`config.mk`:
```
export PLATFORM = sky130hd
export DESIGN_NAME = tsos_queue
export DESIGN_NICKNAME = d
export VERILOG_FILES = /design/src/tsos_pkg.sv /design/src/tsos_queue.sv
export SDC_FILE = /design/constraint.sdc
export NUM_CORES = 1
export LEC_CHECK = 0
export ABC_CLOCK_PERIOD_IN_PS = 5100
export BUFFER_PORTS_ARGS = -buffer_cell sky130_fd_sc_hd__buf_2
export CAP_MARGIN = 20
export CORE_MARGIN = 3
export CORE_UTILIZATION = 50
export CTS_CLUSTER_DIAMETER = 100
export DETAILED_ROUTE_END_ITERATION = 12
export PLACE_DENSITY = 0.79
export SETUP_SLACK_MARGIN = 0.02
export SLEW_MARGIN = 20
export SYNTH_ARGS = -nofsm -noshare
export SYNTH_HDL_FRONTEND = slang
export SYNTH_SLANG_ARGS = --single-unit
```
`constraint.sdc`:
```
create_clock -name clk -period 5.1 [get_ports clk]
set_input_delay 1.275 -clock clk [delete_from_list [all_inputs] [get_ports clk]]
set_output_delay 1.275 -clock clk [all_outputs]
set_load 0.1 [all_outputs]
```
`src/tsos_pkg.sv`:
```
// ---------------------------------------------------------------------------
// tsos_pkg
// shared types and constants of the time series outlier screen
// ---------------------------------------------------------------------------
package tsos_pkg;

    localparam int SAMPLE_W  = 16;
    localparam int DAY_W     = 16;
    localparam int THR_W     = 16;
    localparam int RESID_W   = 24;
    localparam int SUM_W     = 64;
    localparam int IDX_MAX_W = 6;   // index field wide enough for the largest series
    localparam int CFG_IDX_W = 2;

    localparam logic [CFG_IDX_W-1:0] CFG_ABOVE  = 2'd0;
    localparam logic [CFG_IDX_W-1:0] CFG_BELOW  = 2'd1;
    localparam logic [CFG_IDX_W-1:0] CFG_NODATA = 2'd2;

    localparam logic signed [SAMPLE_W-1:0] NODATA_RESET = -16'sd9999;

    // one stored date, travelling from the front to the back
    typedef struct packed {
        logic [IDX_MAX_W-1:0]       idx;
        logic                       fin;
        logic                       ok;
        logic [DAY_W-1:0]           day;
        logic signed [SAMPLE_W-1:0] sample;
    } entry_t;

    typedef enum logic [4:0] {
        B_IDLE,
        B_PASS_INIT,
        B_SCAN,
        B_LOAD,
        B_RES_WAIT,
        B_ACCUM,
        B_PASS_END,
        B_NOISE_LHS,
        B_MUL_RUN,
        B_RM_DECIDE,
        B_RST_INIT,
        B_RST_START,
        B_RST_SCAN,
        B_RST_LOAD_L,
        B_RST_LOAD_M,
        B_RSR_SCAN,
        B_RSR_LOAD,
        B_RST_RES_WAIT,
        B_RST_LHS,
        B_RST_DECIDE,
        B_EMIT
    } back_state_t;

    typedef enum logic [2:0] {
        R_IDLE,
        R_DIV,
        R_SLOPE,
        R_MUL,
        R_FIN
    } resid_state_t;

endpackage

```
`src/tsos_queue.sv`:
```
// ---------------------------------------------------------------------------
// tsos_queue
// two-entry queue between the front and the back
// ---------------------------------------------------------------------------
module tsos_queue (
    input  logic             clk,
    input  logic             rst_n,
    input  logic             push,
    input  tsos_pkg::entry_t push_data,
    input  logic             pop,
    output tsos_pkg::entry_t pop_data,
    output logic             full,
    output logic             empty
);

    tsos_pkg::entry_t ent_reg [2];
    logic             wp_reg;
    logic             rp_reg;
    logic [1:0]       cnt_reg;

    assign full     = (cnt_reg == 2'd2);
    assign empty    = (cnt_reg == 2'd0);
    assign pop_data = ent_reg[rp_reg];

    always_ff @(posedge clk)
    begin
        if (push)
        begin
            ent_reg[wp_reg] <= push_data;
        end
    end

    always_ff @(posedge clk or negedge rst_n)
    begin
        if (!rst_n)
        begin
            wp_reg  <= 1'b0;
            rp_reg  <= 1'b0;
            cnt_reg <= 2'd0;
        end
        else
        begin
            if (push)
            begin
                wp_reg <= !wp_reg;
            end
            if (pop)
            begin
                rp_reg <= !rp_reg;
            end
            cnt_reg <= cnt_reg + 2'(push) - 2'(pop);
        end
    end

endmodule

```
==> metrics.cfg, run 1 <==
[global_routing]
grt_pass1_vias = 1572
antenna_found_initial = 0
grt_max_degree = 41
track_usage_pct = 13.5
overflow = 0
grt_pass1_wl_microns = 7430

[status]
status = completed

[worst_setup_path]
cp-endpoint = pop_data[39]
worstRegToRegCells = 1
r2r-end = ent_reg[1][0]
r2r_start = wp_reg
cp.required_ps = 3830
cp-end-kind = output pin
crit_arrival_ps = 2270
reg2reg_slack_ps = 3470
critPathMaxFanout = 21
critPathMaxStageDelay_ps = 780
startpoint_type = flop
cp_slowest_cell = dfrtp_2
critPathKind = flop to output pin
crit_chain = buf_4 -> mux2_2 -> buf_2
startpoint = rp_reg

[drt]
postRouteAntennaNets = 0
via_per_inst = 4.87
first_iter_violations = 92
firstDrtPassIters = 4
route.vias.total = 1505
routed_wl_microns = 4850
wl_per_cell_microns = 15.7
drc_errors = 0

[finish]
largest_reg_flops = 80
antenna_cells = 0
area_delta_synth_final_pct = 18.5
layout-drive-gt1-share_pct = 59.4
nets = 279

[logic_synthesis]
avgSynthCellArea_sq_um = 23.5
synth_mux_area_share_pct = 18.2
synth-simple-area-share_pct = 0.685
syn_inst = 140
syn_area_sq_um = 3290
synth_edf_count = 80
yosys_warnings = 0
yosys_most_used_dff = edfxtp_1
synth_compound_area_share_pct = 0
synth-async-reset-ratio_pct = 4.76
synth_seq_area_share_pct = 76.1
synth_top_area_cell = edfxtp_1
yosys-top-cells-count = edfxtp_1, mux2_4, buf_12, dfrtp_1
yosys_register_bits = 84
synth_top_family_by_area = multiplexers
synth_top_area_share_pct = 73.1
synth-xor-area-share_pct = 1.26
ys_types = 13
synth_adder_area_share_pct = 0.761
synth_nets = 186
yosysMostFrequentCell = edfxtp_1
synthTopCellsByArea = edfxtp_1, mux2_4, dfrtp_1

[clock_tree]
cts-root-buf = clkbuf_8
cts_sinks = 84
cts_tree = built
cts_resized = 0
h-tree-depth = 3
path_clk_slew_ps = 70
holdBufCountCts = 0
ctsLongestPathBuffers = 2
post_cts_buffers = 0
clk_latency_ps = 330
numCtsBuffers = 9

[timing]
slew_violations = 0
hold_violations = 0
fin_skew_ps = 4.83
tightest_slew_ps = 948
finalSetupViolations = 0
setup_tns_ps = 0
rsz0062_at_grt = no
max_freq_mhz = 282
holdWs_ps = 549
period_share_pct = 69.5
relSlewSlack_pct = 36.8
period_needed_ps = 3540

[placement]
io_buffers = 85
dp_hpwl_microns = 3320
gp_congestion = 0.644

[floorplan]
die-area_sq_um = 7580
dieWidth_microns = 87.1
coreArea_sq_um = 6130
ios = 86
rows = 28
initial_core_util_pct = 53.6
die_h_microns = 87.1

[min_path]
holdPathStages = 1
hp-class = flop to flop

[run]
cap_violations = 0

## critical path, delay by kind of cell, from the launching register on
family | cells | cell delay, ps
mux | 1 | 380
flops | 1 | 780
buf+inv | 2 | 760
## layer usage
metal  vias to the layer above  global-route usage (%)  share of wire (%)
met4                         0                    7.65                1.5
met5                         -                       0                  0
met2                        48                    21.7                 51
met3                         9                    4.54                7.1
met1                       724                    15.8                 41
li1                        724                       -                  -
## how the worst min path moves through the flow
stage / from / endpoint
finish: wp_reg / wp_reg
CTS: wp_reg / wp_reg
floorplan: wp_reg / wp_reg
global placement: wp_reg / wp_reg
detailed placement: wp_reg / wp_reg
global route: wp_reg / wp_reg
## kinds of logic (layout without fill, tap and decap cells)
group                    after synthesis  count (layout)
AND/OR/NAND/NOR                        4               4
XOR/XNOR                               3               3
flip-flops                            84              84
multiplexers                          40              40
adder cells (fa/ha/maj)                2               2
buffers and inverters                  7             101
## stage by stage
step	instances	setup WS [ps]	instance area, sq um	utilization [%]
2_1_floorplan	140	1590	3290	-
3_3_place_gp	296	1880	3730	60.9
3_5_place_dp	297	1870	3760	61.3
4_1_cts	309	1510	3890	63.5
5_1_grt	309	1430	3890	63.5
6_report	309	1560	3890	63.5
## placed cells by master, fill, tap and decap left out, types with 2 or more instances in the layout
master	count
xor2_1	2
edfxtp_1	80
buf_2	85
dfrtp_1	3
inv_1	2
clkbuf_8	9
ha_1	2
clkbuf_1	2
mux2_4	39
## cell type report
type / instances / area, sq um
clock buffers: 11 / 131
clock inverters: 1 / 3.75
fillers: 429 / 2240
inverters: 2 / 7.51
multi-input cells: 49 / 694
flip-flops and latches: 84 / 2500
well taps: 75 / 93.8
repair buffers: 87 / 460
Power of run 1 is not shown: default switching activity piles up to over one toggle a cycle in this logic, so the estimate is an artifact.
==> run 2, diff against run 1 <==
--- a/config.mk
+++ b/config.mk
@@ -5,7 +5,8 @@
 export SDC_FILE = /design/constraint.sdc
 export NUM_CORES = 1
 export LEC_CHECK = 0
-export ABC_CLOCK_PERIOD_IN_PS = 5100
+export ABC_AREA = 1
+export ABC_CLOCK_PERIOD_IN_PS = 3440
 export BUFFER_PORTS_ARGS = -buffer_cell sky130_fd_sc_hd__buf_2
 export CAP_MARGIN = 20
 export CORE_MARGIN = 3
==> constraint.sdc (replaced) <==
create_clock -name clk -period 3.44 [get_ports clk]
set_input_delay 0.86 -clock clk [delete_from_list [all_inputs] [get_ports clk]]
set_output_delay 0.86 -clock clk [all_outputs]
set_load 0.1 [all_outputs]
==> metrics.cfg, run 2 <==
[finish]
final_area_sq_um = 4060  ; was 3890 sq um
final_common_cell = buf_2  ; unchanged
layout_common_cells = buf_2, edfxtp_1, inv_1, nand2_1, o21ai_2  ; was buf_2, edfxtp_1, mux2_4
seqCellArea_sq_um = 2510  ; was 2500 sq um
nets = 370  ; was 279
antenna_cells = 0  ; unchanged
nFillCells = 520  ; was 429
layout-drive-gt1-share_pct = 44.2  ; was 59.4%
multiInputGateArea_sq_um = 589  ; was 694 sq um
area_delta_synth_final_pct = 20.7  ; was 18.5%
largest_reg_flops = 80  ; unchanged

[floorplan]
coreArea_sq_um = 6420  ; was 6130 sq um
rows = 29  ; was 28
ios = 86  ; unchanged
initial_core_util_pct = 52.3  ; was 53.6%
die-area_sq_um = 7740  ; was 7580 sq um
dieWidth_microns = 88  ; was 87.1 microns
die_h_microns = 88  ; was 87.1 microns

[drt]
route.vias.total = 1896  ; was 1505
via_per_inst = 4.68  ; was 4.87
routed_wl_microns = 5340  ; was 4850 microns
met3_length_microns = 270  ; was 346 microns
firstDrtPassIters = 4  ; unchanged
dr.max_layer_used = met4  ; unchanged
dr_wl_met2_microns = 2840  ; was 2470 microns
wl_per_cell_microns = 13.2  ; was 15.7 microns
drt-met1-wl_microns = 2140  ; was 1970 microns
first_iter_violations = 55  ; was 92
drc_errors = 0  ; unchanged
postRouteAntennaNets = 0  ; unchanged

[logic_synthesis]
syn_area_sq_um = 3360  ; was 3290 sq um
syn_inst = 234  ; was 140
yosys_register_bits = 84  ; unchanged
synth_nets = 280  ; was 186
yosysMostFrequentCell = edfxtp_1  ; unchanged
synth_seq_area_share_pct = 74.4  ; was 76.1%
synth-async-reset-ratio_pct = 4.76  ; unchanged
yosys-top-cells-count = edfxtp_1, inv_1, nand2_1  ; was edfxtp_1, mux2_4, buf_12, dfrtp_1
synthTopCellsByArea = edfxtp_1, o21ai_2, inv_1  ; was edfxtp_1, mux2_4, dfrtp_1
yosys_warnings = 0  ; unchanged
ys_types = 10  ; was 13
synth_edf_count = 80  ; unchanged
yosys_most_used_dff = edfxtp_1  ; unchanged
synth_top_area_cell = edfxtp_1  ; unchanged
avgSynthCellArea_sq_um = 14.4  ; was 23.5 sq um
synth_top_area_share_pct = 71.5  ; was 73.1%

[timing]
max_freq_mhz = 346
finalSetupViolations = 0  ; unchanged
period_share_pct = 84.1
period_needed_ps = 2890
holdWs_ps = 316  ; was 549 ps
slew_violations = 0  ; unchanged
hold_violations = 0  ; unchanged
fin_skew_ps = 7.38  ; was 4.83 ps
relSlewSlack_pct = 42.2  ; was 36.8%
setup_tns_ps = 0  ; unchanged
rsz0062_at_grt = no  ; unchanged
tightest_slew_ps = 865  ; was 948 ps

[worst_setup_path]
crit_family = flip-flops  ; unchanged
cp-end-kind = output pin  ; unchanged
startpoint_type = flop  ; unchanged
crit_arrival_ps = 2030  ; was 2270 ps
r2r-end = ent_reg[1][16]  ; was ent_reg[1][0]
cp_slowest_cell = dfrtp_4  ; was dfrtp_2
critPathMaxFanout = 44  ; was 21
reg2reg_slack_ps = 1920  ; was 3470 ps
crit_buf_inv = 2  ; unchanged
cp.required_ps = 2580  ; was 3830 ps
critPathMaxStageDelay_ps = 760  ; was 780 ps
r2r_start = wp_reg  ; unchanged
critPathKind = flop to output pin  ; unchanged
crit_chain = buf_12 -> nand2_1 -> o21ai_2 -> buf_2  ; was buf_4 -> mux2_2 -> buf_2
worstRegToRegCells = 2  ; was 1

[placement]
dp_hpwl_microns = 3720  ; was 3320 microns
placed_area_sq_um = 3830  ; was 3760 sq um
gp_congestion = 0.662  ; was 0.644
io_buffers = 85  ; unchanged

[clock_tree]
cts_tree = built  ; unchanged
cts_resized = 0  ; unchanged
cts-root-buf = clkbuf_8  ; unchanged
ctsLongestPathBuffers = 2  ; unchanged
h-tree-depth = 3  ; unchanged
path_clk_slew_ps = 80  ; was 70 ps
post_cts_buffers = 0  ; unchanged
numCtsBuffers = 9  ; unchanged
cts_sinks = 84  ; unchanged
clk_latency_ps = 340  ; was 330 ps
holdBufCountCts = 0  ; unchanged

[global_routing]
grt_pass1_vias = 1911  ; was 1572
overflow = 0  ; unchanged
track_usage_pct = 15.1  ; was 13.5%
grt_max_degree = 45  ; was 41
antenna_found_initial = 0  ; unchanged
grt_pass1_wl_microns = 8570  ; was 7430 microns

[status]
status = completed  ; unchanged

[min_path]
hp-class = input pin to async pin  ; was flop to flop

[run]
cap_violations = 0  ; unchanged

[run 2: cell types whose count changed after synthesis, moves of 4 or more]
cell / change
buf_12: -4
nand2_1: +46
mux2_4: -39
o21ai_2: +40
buf_6: +8
inv_1: +45
[run 2: per-layer routing]
layer  vias up  GRT usage (%)
met5         -              0
met4         0           8.37
met3         5           3.95
met2        48           25.9
met1       876           17.2
li1        967              -
[run 2: worst max-delay path by stage]
stage | from | end | slack (ps) | cells after the start
after CTS | rp_reg | pop_data[33] | 510 | 4
after global routing | rp_reg | pop_data[39] | 410 | 4
final | rp_reg | pop_data[3] | 550 | 4
after detailed placement | rp_reg | pop_data[33] | 890 | 4
after floorplan | push | ent_reg[0][0] | 420 | 2
after global placement | rp_reg | pop_data[33] | 900 | 4
[run 2: cell families after synthesis]
group | synth area share (%)
AO/OA/AOI/OAI | 10.4
flip-flops | 74.4
adder cells (fa/ha/maj) | 0.744
XOR/XNOR | 0.521
AND/OR/NAND/NOR | 5.62
buffers and inverters | 8.26
[run 2: area by class of cell]
cell class | instances | area share [%]
clock buffers | 9 | 3.05
clock inverters | 6 | 2.56
inverters | 47 | 4.35
multi-input cells | 94 | 14.5
flip-flops and latches | 84 | 61.8
well taps | 77 | 2.38
repair buffers | 88 | 11.4
[run 2: stage by stage]
| step | cells | setup slack [ps] | utilization (%) |
|---|---|---|---|
| CTS | 405 | 506 | 63.2 |
| global placement | 390 | 904 | 59.6 |
| floorplan | 234 | 419 | - |
| finish | 405 | 547 | 63.2 |
| detailed placement | 390 | 888 | 59.6 |
| global route | 405 | 408 | 63.2 |
Power of run 2 is left out for the same reason.
