<file path="config.mk">
export PLATFORM = sky130hd
export DESIGN_NAME = tsos_front
export DESIGN_NICKNAME = d
export VERILOG_FILES = /design/src/tsos_pkg.sv /design/src/tsos_front.sv
export SDC_FILE = /design/constraint.sdc
export NUM_CORES = 1
export LEC_CHECK = 0
export ABC_AREA = 1
export BUFFER_PORTS_ARGS = -buffer_cell sky130_fd_sc_hd__buf_2
export CORE_MARGIN = 2
export CORE_UTILIZATION = 33
export DETAILED_ROUTE_END_ITERATION = 10
export PLACE_DENSITY = 0.8
export SETUP_SLACK_MARGIN = 0.02
export SLEW_MARGIN = 5
export SYNTH_ARGS = -nofsm -noshare
export SYNTH_HDL_FRONTEND = slang
export SYNTH_SLANG_ARGS = --single-unit
</file>
<file path="constraint.sdc">
create_clock -name clk -period 1.6 [get_ports clk]
set_input_delay 0.32 -clock clk [delete_from_list [all_inputs] [get_ports clk]]
set_output_delay 0.32 -clock clk [all_outputs]
set_load 0.1 [all_outputs]
</file>
<file path="src/tsos_pkg.sv">
// ---------------------------------------------------------------------------
// tsos_pkg
// shared types and constants of the time series outlier screen
// ---------------------------------------------------------------------------
package tsos_pkg;

    localparam int SAMPLE_W  = 16;
    localparam int DAY_W     = 16;
    localparam int THR_W     = 16;
    localparam int RESID_W   = 24;
    localparam int SUM_W     = 64;
    localparam int IDX_MAX_W = 6;   // index field wide enough for the largest series
    localparam int CFG_IDX_W = 2;

    localparam logic [CFG_IDX_W-1:0] CFG_ABOVE  = 2'd0;
    localparam logic [CFG_IDX_W-1:0] CFG_BELOW  = 2'd1;
    localparam logic [CFG_IDX_W-1:0] CFG_NODATA = 2'd2;

    localparam logic signed [SAMPLE_W-1:0] NODATA_RESET = -16'sd9999;

    // one stored date, travelling from the front to the back
    typedef struct packed {
        logic [IDX_MAX_W-1:0]       idx;
        logic                       fin;
        logic                       ok;
        logic [DAY_W-1:0]           day;
        logic signed [SAMPLE_W-1:0] sample;
    } entry_t;

    typedef enum logic [4:0] {
        B_IDLE,
        B_PASS_INIT,
        B_SCAN,
        B_LOAD,
        B_RES_WAIT,
        B_ACCUM,
        B_PASS_END,
        B_NOISE_LHS,
        B_MUL_RUN,
        B_RM_DECIDE,
        B_RST_INIT,
        B_RST_START,
        B_RST_SCAN,
        B_RST_LOAD_L,
        B_RST_LOAD_M,
        B_RSR_SCAN,
        B_RSR_LOAD,
        B_RST_RES_WAIT,
        B_RST_LHS,
        B_RST_DECIDE,
        B_EMIT
    } back_state_t;

    typedef enum logic [2:0] {
        R_IDLE,
        R_DIV,
        R_SLOPE,
        R_MUL,
        R_FIN
    } resid_state_t;

endpackage

</file>
<file path="src/tsos_front.sv">
// ---------------------------------------------------------------------------
// tsos_front
// accepts dates, numbers them and marks the date that closes a series
// ---------------------------------------------------------------------------
module tsos_front #(
    parameter int MAX_DATES = 64
) (
    input  logic                 clk,
    input  logic                 rst_n,
    input  logic                 s_tvalid,
    output logic                 s_tready,
    input  logic [39:0]          s_tdata,
    input  logic                 s_tlast,
    input  logic                 q_full,
    output logic                 push,
    output tsos_pkg::entry_t     push_data
);

    localparam int CNT_W = $clog2(MAX_DATES + 1);

    logic [CNT_W-1:0] cnt_reg;
    logic [CNT_W-1:0] cnt_next;
    logic             fin;

    assign s_tready = !q_full;
    assign push     = s_tvalid && !q_full;
    // store full closes the series as if tlast were set
    assign fin      = s_tlast || (cnt_reg == CNT_W'(MAX_DATES - 1));

    always_comb
    begin
        push_data.sample = s_tdata[15:0];
        push_data.day    = s_tdata[31:16];
        push_data.ok     = s_tdata[32];
        push_data.fin    = fin;
        push_data.idx    = tsos_pkg::IDX_MAX_W'(cnt_reg);
        cnt_next         = cnt_reg;
        if (push)
        begin
            cnt_next = fin ? '0 : cnt_reg + CNT_W'(1);
        end
    end

    always_ff @(posedge clk or negedge rst_n)
    begin
        if (!rst_n)
        begin
            cnt_reg <= '0;
        end
        else
        begin
            cnt_reg <= cnt_next;
        end
    end

endmodule

</file>
==> flow_summary_export.csv, run 1 <==
group,metric,value,unit
synthesis,syn_area,739.5,µm²
layout,antennaDiodeCount,0,
clock_tree,clk_path_buf_depth,2,
clock_tree,clock_latency,0.24,ns
timing,setup_viol,0,
worst_setup_path,path_cells,"ha_2 -> inv_2 -> nor2_4 -> nand2_2 -> nand2_4 -> buf_12",
worst_setup_path,cp-start-kind,"flip-flop",
pwr,powerDensity,884.1,nW/µm²
floorplan,rows,17,
clock_tree,ctsHtreeMaxLevel,1,
layout,fill_cells,238,
worst_setup_path,crit_buf_inv,2,
detailed_routing,highest_layer,"met4",
clock_tree,cts_root_buf,"clkbuf_4",
layout,syn2layout_area_growth,-8.122,%
placed_design,hpwl,885,µm
synthesis,yosys.area_share.simple,0.2335,
pwr,finalPower,0.6006,mW
synthesis,synth_top_family_by_area,"buffers and inverters",
worst_setup_path,worstSetupPathType,"flip-flop to output port",
detailed_routing,wirelength_met1,420,µm
min_path,hp-class,"primary input to flip-flop",
layout,largest_reg_flops,7,
worst_setup_path,critPathTopFamily,"flip-flops",
worst_setup_path,r2r-start,"cnt_reg[0]",
floorplan,dieHeight,51.34,µm
clock_tree,cts_buffers,3,
floorplan,start_util,0.3408,
synthesis,syn_avg_cell_area,7.250,µm²
placed_design,io_buffers,13,
floorplan,die_w,51.34,µm
detailed_routing,antenna_left,0,
grt,grt_start_max_net_pins,9,
run,drv_cap,0,
detailed_routing,drt_iter0_markers,5,
floorplan,die_area,2635,µm²
grt,grt_util_all_layers,0.09687,
layout,drive_gt1_frac,0.4205,
timing,period_share,0.9921,
worst_setup_path,crit_slowest_cell,"dfrtp_1",
timing,fmax,630.0,MHz
detailed_routing,drt_pass1_iterations,3,
pwr,ir_worst_vdd,0.0002906,V
detailed_routing,viasPerCell,4.293,
grt,grt_overflow,0,
worst_setup_path,critPathLaunch,"cnt_reg[0]",
worst_setup_path,critPathRequiredTime,1.28,ns
timing,slew_violations,0,
grt,grt_pass1_wl,1904,µm
detailed_routing,num_vias,498,
floorplan,io_pins,87,
synthesis,synth-xor-area-share,0,
detailed_routing,wl_met3,97,µm
clock_tree,clkSinkCount,7,
synthesis,seq_area_frac_synth,0.2369,
floorplan,core_area,2170,µm²
synthesis,yosysWarnings,0,
synthesis,ys_types,16,
timing,worstMarginPinSlew,0.4950,ns
detailed_routing,routed_wl,1274,µm
layout,instances_no_fill,116,
worst_setup_path,endpoint_kind,"output port",
worst_setup_path,slowest_delay,0.37,ns
synthesis,syn_nets,148,
timing,post-route-min-period,1.587,ns
synthesis,netlist_instances,102,
synthesis,synth-compound-area-share,0.05076,
timing,hold_ws,0.4350,ns
worst_setup_path,arrival,1.27,ns
layout,fin_nets,135,
placed_design,dpl_worst_slack,0.09712,ns
timing,slew-limit-headroom,0.6723,
detailed_routing,drcViolationCount,0,
layout,most-common-layout-cells,"nand2_1 (18), buf_2 (11), inv_1 (8), buf_4 (8), nor2_1 (7)",
clock_tree,cts_tree,"yes",
grt,grt_pass1_vias,475,
clock_tree,path_clk_slew,0.05,ns
detailed_routing,wire_per_inst,10.98,µm
synthesis,yosys.area_share.adder,0.01692,
worst_setup_path,worst-path-max-fanout,2,
synthesis,ys_seq_elements,7,
synthesis,muxShareOfSynthArea,0,
pwr,leakage,0.3563,nW
layout,fin_util,0.3131,
layout,layout_commonest_cell,"nand2_1",
timing,final-hold-violation-count,0,
min_path,hp-start,"q_full",
placed_design,placedCellCount,103,
placed_design,place_congestion,0.7320,
timing,worst_slack,0.01257,ns
timing,skew,0.001090,ns
detailed_routing,wl_met2,730,µm
status,status,"completed",
grt,antenna_found_initial,0,
timing,rsz0062_at_grt,"true",
## cell usage after synthesis (all sizes together)
library cell / instances / area share
nor2: 10 / 0.068
nand2: 22 / 0.13
nand3: 5 / 0.034
a21boi: 1 / 0.010
buf: 40 / 0.41
o21ai: 3 / 0.020
o22ai: 1 / 0.0085
dfrtp: 7 / 0.24
a21oi: 1 / 0.012
ha: 1 / 0.017
inv: 11 / 0.056
## cell families (layout without fill, tap and decap cells)
family          after synthesis  in the layout
buf+inv                      51             37
simple gates                 37             37
flops                         7              7
compound gates                6              6
fa+ha+maj                     1              1
## worst min-delay path: stages
cell     delay (ns)
buf_2          0.12
nor2_4         0.07
nand2_1        0.06
nand2_1        0.04
inv_1          0.04
## worst paths after layout
check	end	slack (ns)	depth (start not counted)
worst max-delay path	push_data[33]	0.01	6
worst min-delay path	cnt_reg[3]	0.43	5
worst max register to register	cnt_reg[0]	0.27	8
worst min register to register	cnt_reg[6]	0.55	1
max in group asynchronous	cnt_reg[3]	1.00	2
min in group asynchronous	cnt_reg[5]	0.44	2
## what timing repair did
action,CTS,global route
buffers inserted,5,3
gates resized for setup,3,2
setup endpoints to repair,1,1
pin swaps,2,1
hold buffers,1,0
endpoints found under the hold margin,7,0
## metrics by stage
stage | area (µm²) | setup TNS, ns
detailed placement | 569.3 | 0
global placement | 569.3 | 0
CTS | 650.6 | 0
finish | 679.4 | 0
floorplan | 739.5 | 0
global route | 679.4 | -0.02528
## cell type report
class | count | area (µm²) | share of cell area
tap | 28 | 35.03 | 0.05157
clock buffer | 4 | 26.28 | 0.03867
inverter | 11 | 41.29 | 0.06077
sequential | 7 | 176.4 | 0.2597
multi-input combinational | 44 | 235.2 | 0.3462
timing repair buffer | 22 | 165.2 | 0.2431
## routing by layer
| layer | up-vias | GRT usage |
|---|---|---|
| met1 | 232 | 0.08977 |
| li1 | 244 | - |
| met5 | - | 0 |
| met4 | 0 | 0.1053 |
| met3 | 10 | 0.02924 |
| met2 | 12 | 0.1602 |
## power by group
part	internal [mW]	switching, mW	total [mW]
Combinational	0.0628	0.183	0.246
Clock	0.0946	0.0563	0.151
Sequential	0.191	0.0131	0.204
(Power assumes the default switching activity.)
==> run 2: changes to the inputs <==
--- a/config.mk
+++ b/config.mk
@@ -9,8 +9,11 @@
 export BUFFER_PORTS_ARGS = -buffer_cell sky130_fd_sc_hd__buf_2
 export CORE_MARGIN = 2
 export CORE_UTILIZATION = 33
+export CTS_CLUSTER_SIZE = 30
 export DETAILED_ROUTE_END_ITERATION = 10
+export GPL_ROUTABILITY_DRIVEN = 0
 export PLACE_DENSITY = 0.8
+export RECOVER_POWER = 100
 export SETUP_SLACK_MARGIN = 0.02
 export SLEW_MARGIN = 5
 export SYNTH_ARGS = -nofsm -noshare
==> flow_summary_export.csv, run 2 (synthesized netlist as in run 1, its figures left out) <==
group,metric,value,unit
clock_tree,cts_buffers,3,
layout,fin_nets,135,
grt,antenna_found_initial,0,
worst_setup_path,endpoint_kind,"output port",
worst_setup_path,rr_endpoint,"cnt_reg[0]",
placed_design,io_buffers,13,
layout,instances_no_fill,116,
pwr,seqPwrFrac,0.340,
clock_tree,clock_latency,0.24,ns
clock_tree,ctsHtreeMaxLevel,1,
grt,grt_pass1_wl,1904,µm
grt,grt_start_max_net_pins,9,
pwr,leakage,0.3530,nW
clock_tree,clkSinkCount,7,
placed_design,hpwl,885,µm
timing,final-hold-violation-count,0,
detailed_routing,num_vias,498,
worst_setup_path,reg2reg_slack,0.27,ns
pwr,netSwitchingFraction,0.4205,
pwr,clockPowerShare,0.252,
pwr,internal-power,0.3468,mW
worst_setup_path,critPathRequiredTime,1.28,ns
timing,rsz0062_at_grt,"true",
timing,setup_viol,0,
run,drv_cap,0,
layout,antennaDiodeCount,0,
floorplan,core_area,2170,µm²
detailed_routing,routed_wl,1279,µm
floorplan,die_w,51.34,µm
clock_tree,path_clk_slew,0.05,ns
pwr,powerDensity,892.4,nW/µm²
detailed_routing,drt_iter0_markers,5,
timing,period_share,0.9932,
layout,seqCellArea,176.4,µm²
timing,slew_violations,0,
detailed_routing,wire_per_inst,11.03,µm
worst_setup_path,crit_slowest_cell,"dfrtp_1",
floorplan,start_util,0.3408,
placed_design,placedCellCount,103,
grt,grt_pass1_vias,475,
min_path,hp-start,"s_tlast",
timing,worstMarginPinSlew,0.5706,ns
layout,layout_commonest_cell,"nand2_1",
worst_setup_path,critPathTopFamily,"flip-flops",
floorplan,rows,17,
worst_setup_path,worstSetupPathType,"flip-flop to output port",
min_path,holdPathStages,4,
layout,drive_gt1_frac,0.3977,
pwr,pwr-share-comb,0.407,
layout,syn2layout_area_growth,-9.306,%
status,status,"completed",
clock_tree,cts_root_buf,"clkbuf_4",
worst_setup_path,worst-path-max-fanout,2,
worst_setup_path,path_cells,"ha_2 -> inv_2 -> nor2_4 -> nand2_2 -> nand2_4 -> buf_12",
worst_setup_path,slowest_delay,0.37,ns
worst_setup_path,cp-start-kind,"flip-flop",
floorplan,die_area,2635,µm²
floorplan,io_pins,87,
timing,skew,0.001091,ns
detailed_routing,drcViolationCount,0,
worst_setup_path,r2r-start,"cnt_reg[0]",
pwr,ir_worst_vdd,0.0002903,V
layout,multi_input_area,227.7,µm²
detailed_routing,antenna_left,0,
worst_setup_path,crit_buf_inv,2,
clock_tree,cts_tree,"yes",
detailed_routing,viasPerCell,4.293,
floorplan,dieHeight,51.34,µm
min_path,hp-class,"primary input to flip-flop",
layout,most-common-layout-cells,"nand2_1 (18), buf_2 (9), nor2_1 (8), inv_1 (8), buf_4 (8)",
clock_tree,clk_path_buf_depth,2,
timing,post-route-min-period,1.589,ns
layout,fill_cells,241,
detailed_routing,drt_pass1_iterations,4,
worst_setup_path,reg2reg_depth,8,
layout,largest_reg_flops,7,
grt,grt_overflow,0,
pwr,p_switching,0.2517,mW
timing,fmax,629.3,MHz
grt,grt_util_all_layers,0.09687,
timing,slew-limit-headroom,0.6182,
timing,hold_ws,0.4415,ns
min_path,worst_hold_path.endpoint,"cnt_reg[6]",
worst_setup_path,arrival,1.27,ns
==> run 2: worst max path at each step <==
stage / start / to / cells after the start
after floorplan: cnt_reg[0] / push_data[33] / 6
after global placement: cnt_reg[1] / push_data[33] / 6
after detailed placement: cnt_reg[1] / push_data[33] / 6
after CTS: cnt_reg[0] / push_data[33] / 6
after global routing: cnt_reg[0] / push_data[33] / 6
final: cnt_reg[0] / push_data[33] / 6
==> run 2: metrics by stage <==
stage	worst slack (ns)	area, µm²	setup TNS, ns	util	power, mW
finish	0.01089	670.6	0	0.3091	0.5985
global route	-0.02528	670.6	-0.02528	0.3091	0.6285
CTS	0.007905	650.6	0	0.2999	0.5994
detailed placement	0.09712	569.3	0	0.2624	0.4195
global placement	0.1547	569.3	0	0.2624	0.4171
floorplan	0.1413	739.5	0	-	0.7828
==> run 2: area by class of cell <==
type | instances | share of cell area
flip-flops and latches | 7 | 0.2631
clock buffers | 4 | 0.03918
well taps | 28 | 0.05224
repair buffers | 22 | 0.2444
inverters | 11 | 0.06157
multi-input cells | 44 | 0.3396
==> run 2: repair_timing <==
item,in CTS,in global routing
gates resized for setup,3,2
pin swaps,2,1
hold buffers,1,0
hold endpoints to repair,7,0
buffers inserted,5,3
setup endpoints to repair,1,1
==> run 2: layer usage <==
layer  vias to the layer above  part of all wire  wire (µm)  global-route usage
met2                        12              0.57        726              0.1602
li1                        244                 -          -                   -
met3                        10             0.076         97             0.02924
met4                         0             0.020         25              0.1053
met1                       232              0.34        429             0.08977
met5                         -                 0          0                   0
==> run 2: power groups by stage <==
stage	registers, mW	logic, mW	clock network, mW
after global placement	0.210	0.207	0
final	0.204	0.244	0.151
after global routing	0.205	0.258	0.165
after CTS	0.203	0.240	0.157
after detailed placement	0.211	0.209	0
after floorplan	0.208	0.575	0
==> run 2: worst min-delay path, cell delays in order <==
cell and delay, ns:
buf_2 0.08, inv_1 0.08, nand2_1 0.09, a21boi_0 0.08
==> run 3: changes to the inputs <==
==> constraint.sdc (replaced) <==
create_clock -name clk -period 1.6 [get_ports clk]
set_input_delay 0.32 -clock clk [delete_from_list [all_inputs] [get_ports clk]]
set_output_delay 0.32 -clock clk [all_outputs]
set_load 0.005 [all_outputs]
==> flow_summary_export.csv, run 3 (synthesized netlist as in run 1, its figures left out) <==
group,metric,value,unit
detailed_routing,drt_iter0_markers,4,
clock_tree,ctsHtreeMaxLevel,1,
clock_tree,cts_root_buf,"clkbuf_4",
placed_design,place_area,539.3,µm²
timing,fin_tns_setup,0,ns
floorplan,rows,17,
layout,most-common-layout-cells,"nand2_1 (20), buf_2 (10), inv_1 (9)",
floorplan,core_area,2170,µm²
worst_setup_path,path_cells,"ha_2 -> inv_2 -> nor2_2 -> nand2_1 -> nand2_2 -> buf_2",
layout,stdcell_area,591.8,µm²
detailed_routing,drt_pass1_iterations,4,
pwr,powerDensity,786.6,nW/µm²
clock_tree,cts_tree,"yes",
grt,antenna_found_initial,0,
detailed_routing,drcViolationCount,0,
layout,largest_reg_flops,7,
worst_setup_path,cp-start-kind,"flip-flop",
timing,post-route-min-period,1.514,ns
placed_design,io_buffers,13,
layout,layout_commonest_cell,"nand2_1",
timing,slew-limit-headroom,0.7055,
layout,instances_no_fill,113,
worst_setup_path,crit_slowest_cell,"dfrtp_1",
timing,rsz0062_at_grt,"false",
worst_setup_path,arrival,1.19,ns
detailed_routing,routed_wl,1266,µm
timing,hold_ws,0.3938,ns
grt,grt_pass1_vias,462,
worst_setup_path,critPathTopFamily,"flip-flops",
placed_design,dpl_worst_slack,0.2405,ns
floorplan,start_util,0.3408,
layout,antennaDiodeCount,0,
timing,skew,0.0003262,ns
detailed_routing,viasPerCell,4.513,
placed_design,hpwl,911.1,µm
placed_design,placedCellCount,103,
clock_tree,clkSinkCount,7,
floorplan,io_pins,87,
worst_setup_path,slowest_delay,0.38,ns
clock_tree,clk_path_buf_depth,2,
timing,worst_slack,0.08561,ns
timing,fmax,660.3,MHz
timing,final-hold-violation-count,0,
layout,fin_nets,132,
grt,grt_start_max_net_pins,9,
pwr,leakage,0.3176,nW
timing,period_share,0.9465,
grt,grt_util_all_layers,0.09319,
layout,syn2layout_area_growth,-19.97,%
worst_setup_path,worst-path-max-fanout,4,
layout,drive_gt1_frac,0.2824,
clock_tree,clock_latency,0.25,ns
worst_setup_path,critPathRequiredTime,1.28,ns
timing,setup_viol,0,
clock_tree,path_clk_slew,0.05,ns
min_path,hp-class,"primary input to flip-flop",
detailed_routing,antenna_left,0,
pwr,ir_worst_vdd,0.0002820,V
clock_tree,cts_buffers,3,
worst_setup_path,endpoint_kind,"output port",
worst_setup_path,worstSetupPathType,"flip-flop to output port",
status,status,"completed",
detailed_routing,num_vias,510,
floorplan,die_area,2635,µm²
floorplan,dieHeight,51.34,µm
run,drv_cap,0,
detailed_routing,wire_per_inst,11.20,µm
worst_setup_path,crit_buf_inv,2,
timing,slew_violations,0,
floorplan,die_w,51.34,µm
timing,worstMarginPinSlew,0.4401,ns
grt,grt_pass1_wl,1773,µm
grt,grt_overflow,0,
run 3: changes by cell type in the layout (fill, tap and decap cells not counted), sizes merged:
cell | before | now
buf | 19 | 12
clkbuf | 6 | 10
run 3: power by group:
part	switching [mW]	total, mW	leakage, nW	internal, mW
combinational	0.0544	0.107	0.207	0.0525
clock	0.0609	0.156	0.0150	0.0949
sequential	0.0123	0.203	0.0957	0.191
total	0.128	0.466	0.318	0.338
run 3: layer usage:
| metal | vias to the layer above | track usage | routed length [µm] |
|---|---|---|---|
| met5 | - | 0 | 0 |
| met4 | 0 | 0.1009 | 60 |
| met3 | 14 | 0.03216 | 125 |
| met2 | 25 | 0.1688 | 662 |
| met1 | 235 | 0.07181 | 418 |
| li1 | 236 | - | - |
run 3: area by class of cell:
class / count / area [µm²]
clock buffer: 4 / 26.28
inverter: 11 / 41.29
timing repair buffer: 19 / 105.1
multi-input combinational: 44 / 209.0
tap: 28 / 35.03
fill: 252 / 1578
sequential: 7 / 175.2
run 3: worst paths after layout:
path	depth (start not counted)	slack, ns	start	endpoint
hold reg to reg	1	0.56	cnt_reg[6]	cnt_reg[6]
hold / removal	4	0.39	s_tlast	cnt_reg[6]
max in group asynchronous	2	0.85	rst_n	cnt_reg[1]
min in group asynchronous	2	0.49	rst_n	cnt_reg[4]
setup / recovery	6	0.09	cnt_reg[1]	push_data[33]
setup reg to reg	8	0.30	cnt_reg[1]	cnt_reg[3]
run 3: worst min-delay path, stage by stage:
cell and delay (ns):
buf_2 0.07, inv_1 0.06, nand2_1 0.06, a21boi_0 0.08
run 3: stage by stage:
step             util  power [mW]
2_1_floorplan       -      0.3333
3_3_place_gp   0.2486      0.2810
3_5_place_dp   0.2486      0.2851
4_1_cts        0.2722      0.4591
5_1_grt        0.2728      0.4900
6_report       0.2728      0.4656
run 3: timing repair:
| action | CTS | global route |
|---|---|---|
| gates resized for setup | 0 | 2 |
| setup endpoints to repair | 1 | 1 |
| setup buffers | 2 | 3 |
| pin swaps | 0 | 2 |
| hold buffers | 1 | 0 |
| endpoints found under the hold margin | 7 | 0 |
